File: src/rtl/pvc_pkg.sv
package pvc_pkg;

    localparam int MAX_CHARS       = 256;
    localparam int MAX_EXPRESSIONS = 8;
    localparam int STACK_DEPTH     = 32;
    localparam int MAX_VARIABLES   = 12;
    localparam int NUM_LETTERS     = 52;

    localparam int CHAR_AW = $clog2(MAX_CHARS);
    localparam int CNT_W   = $clog2(MAX_CHARS + 1);
    localparam int EXP_AW  = (MAX_EXPRESSIONS > 1) ? $clog2(MAX_EXPRESSIONS) : 1;
    localparam int EXP_W   = $clog2(MAX_EXPRESSIONS + 1);
    localparam int SP_W    = $clog2(STACK_DEPTH + 1);
    localparam int VAR_W   = 6;

    typedef logic [2:0] t_op;

    localparam t_op OP_BICOND = 3'd0;
    localparam t_op OP_IMPL   = 3'd1;
    localparam t_op OP_OR     = 3'd2;
    localparam t_op OP_AND    = 3'd3;
    localparam t_op OP_NOT    = 3'd4;
    localparam t_op OP_OPEN   = 3'd5;

    localparam logic [2:0] ST_OK        = 3'd0;
    localparam logic [2:0] ST_BAD_CHAR  = 3'd1;
    localparam logic [2:0] ST_MALFORMED = 3'd2;
    localparam logic [2:0] ST_TOO_MANY  = 3'd3;
    localparam logic [2:0] ST_CAPACITY  = 3'd4;

    typedef struct packed {
        logic clear;
        logic push_val;
        logic val;
        logic push_op;
        t_op  op;
        logic pop;
        logic drop;
    } t_stk_cmd;

    typedef struct packed {
        logic [SP_W-1:0] vsp;
        logic [SP_W-1:0] osp;
        logic            vtop;
        t_op             otop;
    } t_stk_st;

    function automatic logic apply_op(t_op op, logic a, logic b);
        logic r;
        case (op)
            OP_NOT:    r = ~a;
            OP_AND:    r = a & b;
            OP_OR:     r = a | b;
            OP_IMPL:   r = ~a | b;
            OP_BICOND: r = (a == b);
            default:   r = 1'b0;
        endcase
        return r;
    endfunction

    // {is_letter, index}: A-Z -> 0..25, a-z -> 26..51
    function automatic logic [VAR_W:0] letter_index(logic [7:0] c);
        logic [VAR_W:0] r;
        r = '0;
        if (c >= 8'h41 && c <= 8'h5A) begin
            r = {1'b1, VAR_W'(c - 8'h41)};
        end else if (c >= 8'h61 && c <= 8'h7A) begin
            r = {1'b1, VAR_W'(c - 8'h61 + 8'd26)};
        end
        return r;
    endfunction

endpackage

File: src/rtl/pvc_stack_unit.sv
module pvc_stack_unit
    import pvc_pkg::*;
(
    input  logic     i_clk,
    input  logic     i_rst_n,
    input  t_stk_cmd i_cmd,
    output t_stk_st  o_st
);

    logic [STACK_DEPTH-1:0] r_vstk;
    logic [STACK_DEPTH-1:0] n_vstk;
    t_op                    r_ostk [STACK_DEPTH];
    t_op                    n_ostk [STACK_DEPTH];
    logic [SP_W-1:0]        r_vsp;
    logic [SP_W-1:0]        n_vsp;
    logic [SP_W-1:0]        r_osp;
    logic [SP_W-1:0]        n_osp;

    always_comb begin
        n_vstk = r_vstk;
        n_ostk = r_ostk;
        n_vsp  = r_vsp;
        n_osp  = r_osp;
        if (i_cmd.clear) begin
            n_vsp = '0;
            n_osp = '0;
        end else if (i_cmd.push_val) begin
            n_vstk = {r_vstk[STACK_DEPTH-2:0], i_cmd.val};
            n_vsp  = r_vsp + 1'b1;
        end else if (i_cmd.push_op) begin
            for (int k = 1; k < STACK_DEPTH; k++) begin
                n_ostk[k] = r_ostk[k-1];
            end
            n_ostk[0] = i_cmd.op;
            n_osp     = r_osp + 1'b1;
        end else if (i_cmd.pop || i_cmd.drop) begin
            for (int k = 0; k < STACK_DEPTH - 1; k++) begin
                n_ostk[k] = r_ostk[k+1];
            end
            n_osp = r_osp - 1'b1;
            if (i_cmd.pop) begin
                if (r_ostk[0] == OP_NOT) begin
                    n_vstk[0] = apply_op(OP_NOT, r_vstk[0], 1'b0);
                end else begin
                    // top is the right operand, the one below the left
                    for (int k = 1; k < STACK_DEPTH - 1; k++) begin
                        n_vstk[k] = r_vstk[k+1];
                    end
                    n_vstk[0] = apply_op(r_ostk[0], r_vstk[1], r_vstk[0]);
                    n_vsp     = r_vsp - 1'b1;
                end
            end
        end
    end

    always_ff @(posedge i_clk) begin
        if (!i_rst_n) begin
            r_vsp <= '0;
            r_osp <= '0;
        end else begin
            r_vsp <= n_vsp;
            r_osp <= n_osp;
        end
    end

    always_ff @(posedge i_clk) begin
        r_vstk <= n_vstk;
        r_ostk <= n_ostk;
    end

    assign o_st.vsp  = r_vsp;
    assign o_st.osp  = r_osp;
    assign o_st.vtop = r_vstk[0];
    assign o_st.otop = r_ostk[0];

endmodule

File: config.mk
export PLATFORM = sky130hd
export DESIGN_NAME = pvc_stack_unit
export DESIGN_NICKNAME = d
export VERILOG_FILES = /design/src/rtl/pvc_pkg.sv /design/src/rtl/pvc_stack_unit.sv
export SDC_FILE = /design/constraint.sdc
export NUM_CORES = 1
export LEC_CHECK = 0
export ABC_AREA = 1
export BUFFER_PORTS_ARGS = -buffer_cell sky130_fd_sc_hd__buf_2
export CAP_MARGIN = 10
export CORE_MARGIN = 3
export CORE_UTILIZATION = 30
export CTS_BUF_LIST = sky130_fd_sc_hd__clkbuf_4 sky130_fd_sc_hd__clkbuf_8
export DETAILED_ROUTE_END_ITERATION = 12
export GPL_ROUTABILITY_DRIVEN = 1
export PLACE_DENSITY = 0.45
export SYNTH_ARGS = -nofsm -noshare
export SYNTH_HDL_FRONTEND = slang
export SYNTH_SLANG_ARGS = --single-unit
File: constraint.sdc
create_clock -name i_clk -period 5.4 [get_ports i_clk]
set_input_delay 0.54 -clock i_clk [delete_from_list [all_inputs] [get_ports i_clk]]
set_output_delay 0.54 -clock i_clk [all_outputs]
set_load 0.05 [all_outputs]
==> impl_metrics.csv, run 1 <==
group,metric,value,unit
run_status,status,"finished clean",
drt,wl_per_cell,12.2,µm
floorplan,io_pins,27,
timing,max_freq,379,MHz
clock_tree,cts-buffers-inserted,17,
floorplan,die_area,0.0230,mm²
setup_path,critical_path_required,5.49,ns
finish,antenna_cells,0,
timing,finalSetupViolations,0,
grt,grt_pass1_vias,4241,
placed_design,hpwl,7190,µm
drt,viasPerCell,4.52,
floorplan,die_h,152,µm
timing,fin_ws,2.76,ns
timing,min_period_over_period,48.8,%
run,drv_cap,0,
timing,fin_skew,0.0123,ns
pwr,ir_worst_vdd,158,µV
finish,nFillCells,2189,
timing,slew-limit-headroom,27.9,%
synthesis,yosysWarnings,0,
drt,routed_wl,11800,µm
timing,fin_crit,2.64,ns
placed_design,gp_congestion,0.722,
finish,final_util,34.8,%
setup_path,path_class,"input port to flop",
drt,dr.pass1.iters,4,
drt,drc_errors,0,
grt,antenna_found_initial,0,
synthesis,syn-num-nets,687,
timing,rsz0062_at_grt,"false",
setup_path,critPathMaxFanout,55,
clock_tree,clock_latency,0.42,ns
clock_tree,post_cts_resized,0,
finish,multiInputGateArea,0.00196,mm²
timing,tightest_slew,1.08,ns
finish,num-nets-final,704,
clock_tree,cts_buffer_depth,2,
floorplan,coreArea,0.0206,mm²
synthesis,yosysSeqAreaShare,64.1,%
setup_path,critPathArrivalTime,2.73,ns
clock_tree,cts.sinks,140,
clock_tree,cts_tree,"yes",
clock_tree,postCtsSetupRepairBufs,0,
drt,via_count,4355,
clock_tree,path_clk_slew,0.08,ns
setup_path,rrSetupSlack,3.46,ns
clock_tree,root_buffer,"clkbuf_8",
floorplan,die_x,152,µm
synthesis,synthDominantCellAreaShare,60.4,%
synthesis,yosys.cell_types.count,29,
timing,maxSlewViolCount,0,
grt,grt_pass1_wl,19800,µm
pwr,leakage,3.09,nW
clock_tree,postCtsHoldBufs,0,
synthesis,synth.area.top_cells,"edfxtp_1 (60%), nand2_1 (20%), dfxtp_1 (3.8%)",
pwr,finalPower,2.40,mW
finish,seqCellArea,0.00408,mm²
floorplan,initial_core_util,31.0,%
grt,grtUsageTotal,10.7,%
synthesis,syn_area,0.00637,mm²
pwr,powerDensity,335,mW/mm²
synthesis,syn_inst,665,
grt,overflow,0,
synthesis,synth.ff_latch_count,140,
timing,finalHoldViolCount,0,
drt,ant_nets,0,
timing,final.setup.tns,0,ns
setup_path,end_kind,"flop",
setup_path,crit_path_start_kind,"input port",
floorplan,rows,52,
finish,area_growth,12.3,%
placed_design,portBuffers,26,
finish,drive_gt1_share,10.2,%
synthesis,yosys.area.top_type,"edfxtp_1",
placed_design,place_ws,2.24,ns
clock_tree,htree_levels,4,
worst_hold_path,hold_path.class,"input port to flop",
grt,grt_start_max_net_pins,102,
synthesis,avgSynthCellArea,9.58,µm²
drt,drtIter0Drc,257,
==> layer usage <==
layer  global-route usage [%]  up-vias  part of all wire, %
met3                     3.24        7                  4.1
met1                     13.9     2086                   49
met5                        0        -                    0
met4                     3.10        0                  1.1
met2                     17.2       79                   46
li1                         -     2183                    -
==> logic make-up (layout without fill, tap and decap cells) <==
family                     Yosys count  count (layout)  share of synthesized area [%]
and+or+nand+nor                    370             370                           22.4
adders and majority gates           11              11                           2.40
xor gates and xnor gates             6               6                          0.825
buffers and inverters               79             107                           5.32
AOI/OAI and AO/OA                   59              59                           4.97
DFF                                140             140                           64.1
==> Yosys cell counts <==
cell type / number
a21boi_0: 1
inv_4: 1
clkbuf_1: 15
nor2_1: 22
xnor2_1: 4
nand3_1: 8
nand2_2: 1
a211oi_2: 1
o21ai_2: 1
buf_6: 1
fa_1: 2
inv_2: 3
o21ai_1: 4
o21ai_0: 38
nor3_1: 2
xor2_1: 2
o211ai_1: 1
nor2_4: 2
nand4_1: 2
buf_4: 5
nand2_1: 333
dfxtp_1: 12
buf_2: 11
inv_1: 43
a21oi_1: 11
a31oi_1: 1
ha_1: 9
a21oi_2: 1
edfxtp_1: 128
==> final cells by class <==
| cell class | instances | share of cell area [%] |
|---|---|---|
| sequential | 140 | 57.1 |
| tap | 270 | 4.72 |
| clock inverter | 11 | 2.38 |
| timing repair buffer | 30 | 2.41 |
| inverter | 47 | 2.50 |
| multi-input combinational | 446 | 27.4 |
| clock buffer | 19 | 3.48 |
==> registers in the layout, summed over array words and instances (netlist names) <==
name and cells:
r_vsp 6, o_st 3, r_osp 6, r_ostk 93
r_vstk 32
==> placed cells by master, fill, tap and decap left out, types with 4 or more instances in the layout <==
cell	netlist	final
o21ai_1	4	4
inv_1	43	43
ha_1	9	9
bufinv_16	0	4
xnor2_1	4	4
nand3_1	8	8
o21ai_0	38	38
dfxtp_1	12	12
edfxtp_1	128	128
nand2_1	333	333
buf_2	11	26
clkbuf_8	0	17
nor2_1	22	21
a21oi_1	11	11
==> power by group <==
group	total, mW	leakage (nW)	internal (mW)	switching (mW)
Clock	0.905	0.207	0.509	0.396
Sequential	1.28	1.31	1.25	0.0295
Combinational	0.211	1.58	0.0623	0.148
==> worst paths after layout <==
kind,from,endpoint,cells after the start
worst max-delay path,i_cmd[7],r_ostk[10]$_DFFE_PP_,5
worst min-delay path,i_cmd[3],o_st[1]$_DFFE_PP_,3
worst max register to register,o_st[0]$_DFFE_PP_,r_vstk[28]$_DFFE_PP_,5
worst min register to register,r_vstk[30]$_DFFE_PP_,r_vstk[31]$_DFFE_PP_,0
==> per-stage QoR <==
stage	instance area, µm²	instances	hold slack [ns]
2_1_floorplan	6370	665	0.427
3_3_place_gp	6730	933	0.436
3_5_place_dp	6730	933	0.438
4_1_cts	7150	963	0.352
5_1_grt	7150	963	0.375
6_report	7150	963	0.385
==> worst max-delay path, cell delays in order <==
cell and delay, ns:
buf_2 0.29, a21oi_2 0.45, inv_1 0.18, nor2_4 0.84, buf_12 0.38
Power figures use the tool's default switching activity.
==> inputs of run 2 (changes only) <==
Settings changed: PLACE_DENSITY 0.45 to 0.44.
Clock period 5.4 ns to 2.5 ns, I/O delays scaled along.
==> run 2 against run 1 <==
Compared with the run above: register-to-register slack worse by 2.6 ns; cell area rose by 1.3%; global-route usage up 0.31 points; total power grew 130%; first-iteration DRC count rose by 5.4%; combinational power increased by 120%; worst hold slack lost 0.27 ns; highest routed layer unchanged.
==> impl_metrics.csv, run 2 (same netlist as run 1, synthesis figures left out) <==
group,metric,value,unit
grt,overflow,0,
clock_tree,htree_levels,4,
setup_path,critical_path_required,2.88,ns
finish,mostFrequentLayoutCells,"nand2_1 (333), edfxtp_1 (128), inv_1 (43)",
run_status,status,"finished clean",
finish,antenna_cells,0,
floorplan,die_x,152,µm
grt,grt_pass1_vias,4155,
clock_tree,cts.sinks,140,
floorplan,coreArea,0.0206,mm²
setup_path,max_stage_delay,0.44,ns
clock_tree,cts_buffer_depth,2,
finish,multiInputGateArea,0.00196,mm²
timing,maxSlewViolCount,0,
pwr,ir_worst_vdd,403,µV
timing,finalSetupViolations,0,
clock_tree,clock_latency,0.44,ns
grt,antenna_found_initial,0,
clock_tree,postCtsSetupRepairBufs,0,
clock_tree,cts_tree,"yes",
timing,finalHoldViolCount,0,
floorplan,die_area,0.0230,mm²
setup_path,critPathBufInv,3,
setup_path,end_kind,"flop",
finish,largest_reg_flops,93,
floorplan,rows,52,
clock_tree,root_buffer,"clkbuf_8",
finish,area_growth,13.8,%
timing,rsz0062_at_grt,"false",
setup_path,path_cells,"inv_1 -> fa_1 -> inv_1 -> nand2_1 -> a21boi_0 -> nor2_1 -> nor2_1 -> nor2_1 -> nand2_1 -> nand2_1 -> inv_1",
drt,viasPerCell,4.41,
grt,grt_start_max_net_pins,94,
timing,fin_ws,0.835,ns
grt,grt_pass1_wl,20100,µm
timing,tightest_slew,0.897,ns
clock_tree,cts-buffers-inserted,17,
worst_hold_path,hold_path.class,"input port to flop",
floorplan,initial_core_util,31.0,%
clock_tree,post_cts_resized,0,
run,drv_cap,0,
timing,fin_skew,0.00912,ns
finish,biggestRegsByFlops,"r_ostk (93), r_vstk (32)",
drt,drc_errors,0,
clock_tree,path_clk_slew,0.08,ns
pwr,powerDensity,752,mW/mm²
floorplan,io_pins,27,
timing,fin_crit,1.66,ns
timing,max_freq,601,MHz
placed_design,place_ws,0.731,ns
drt,drtIter0Drc,271,
finish,seqCellArea,0.00408,mm²
timing,final.setup.tns,0,ns
finish,nFillCells,2125,
setup_path,path_class,"flop to flop",
setup_path,critPathMaxFanout,6,
placed_design,dp_cells,936,
finish,stdcell_count,968,
timing,min_period_over_period,66.6,%
finish,layout_commonest_cell,"nand2_1",
placed_design,gp_congestion,0.724,
placed_design,portBuffers,26,
drt,dr.pass1.iters,5,
drt,routed_wl,12000,µm
setup_path,crit_path_start_kind,"flop",
finish,drive_gt1_share,11.0,%
floorplan,die_h,152,µm
grt,grtUsageTotal,11.0,%
timing,slew-limit-headroom,40.2,%
drt,ant_nets,0,
setup_path,cpMaxStageDelayCell,"dfxtp_1",
finish,regMostFlops,"r_ostk",
placed_design,hpwl,7210,µm
clock_tree,postCtsHoldBufs,0,
finish,num-nets-final,707,
pwr,leakage,3.14,nW
drt,via_count,4272,
setup_path,critPathArrivalTime,2.05,ns
setup_path,critPathTopFamily,"flip-flops",
drt,wl_per_cell,12.4,µm
-- run 2: worst paths after layout --
kind | start | end | slack (ns) | cells after the start
setup / recovery | r_osp[0]$_SDFFE_PP0P_ | r_osp[4]$_SDFFE_PP0P_ | 0.84 | 11
hold / removal | i_cmd[2] | o_st[0]$_DFFE_PP_ | 0.11 | 3
setup reg to reg | r_osp[0]$_SDFFE_PP0P_ | r_osp[4]$_SDFFE_PP0P_ | 0.84 | 11
hold reg to reg | r_ostk[4]$_DFFE_PP_ | r_ostk[1]$_DFFE_PP_ | 0.45 | 0
-- run 2: metrics by stage --
step | hold WS [ns] | util (%) | power (mW) | area, µm²
finish | 0.113 | 35.2 | 5.45 | 7240
global route | 0.0987 | 35.2 | 5.72 | 7240
CTS | 0.0913 | 35.2 | 5.54 | 7240
detailed placement | 0.447 | 32.9 | 3.29 | 6760
global placement | 0.447 | 32.9 | 3.28 | 6760
floorplan | 0.427 | - | 3.17 | 6380
-- run 2: final cells by class --
class	instances	area share (%)
sequential	140	56.4
multi-input combinational	446	27.1
tap	270	4.66
clock inverter	14	3.35
clock buffer	18	3.33
timing repair buffer	33	2.69
inverter	47	2.47
-- run 2: worst register-to-register path: stages (launching register included) --
cell      delay, ns
dfxtp_1        0.44
inv_1          0.09
fa_1           0.42
inv_1          0.07
nand2_1        0.04
a21boi_0       0.17
nor2_1         0.07
nor2_1         0.09
nor2_1         0.04
nand2_1        0.08
nand2_1        0.05
inv_1          0.04
-- run 2: where the power goes --
group | internal [mW] | switching, mW | total [mW] | leakage (nW)
combinational | 0.137 | 0.324 | 0.462 | 1.59
sequential | 2.71 | 0.0629 | 2.77 | 1.31
clock | 1.31 | 0.910 | 2.22 | 0.245
-- run 2: per-layer routing --
layer | part of all wire, % | routed length, µm | track usage, % | vias up
met1 | 51 | 6170 | 15.2 | 2009
met5 | 0 | 0 | 0 | -
met2 | 44 | 5240 | 16.8 | 62
met3 | 3.5 | 423 | 2.94 | 12
li1 | - | - | - | 2189
met4 | 1.3 | 157 | 3.64 | 0
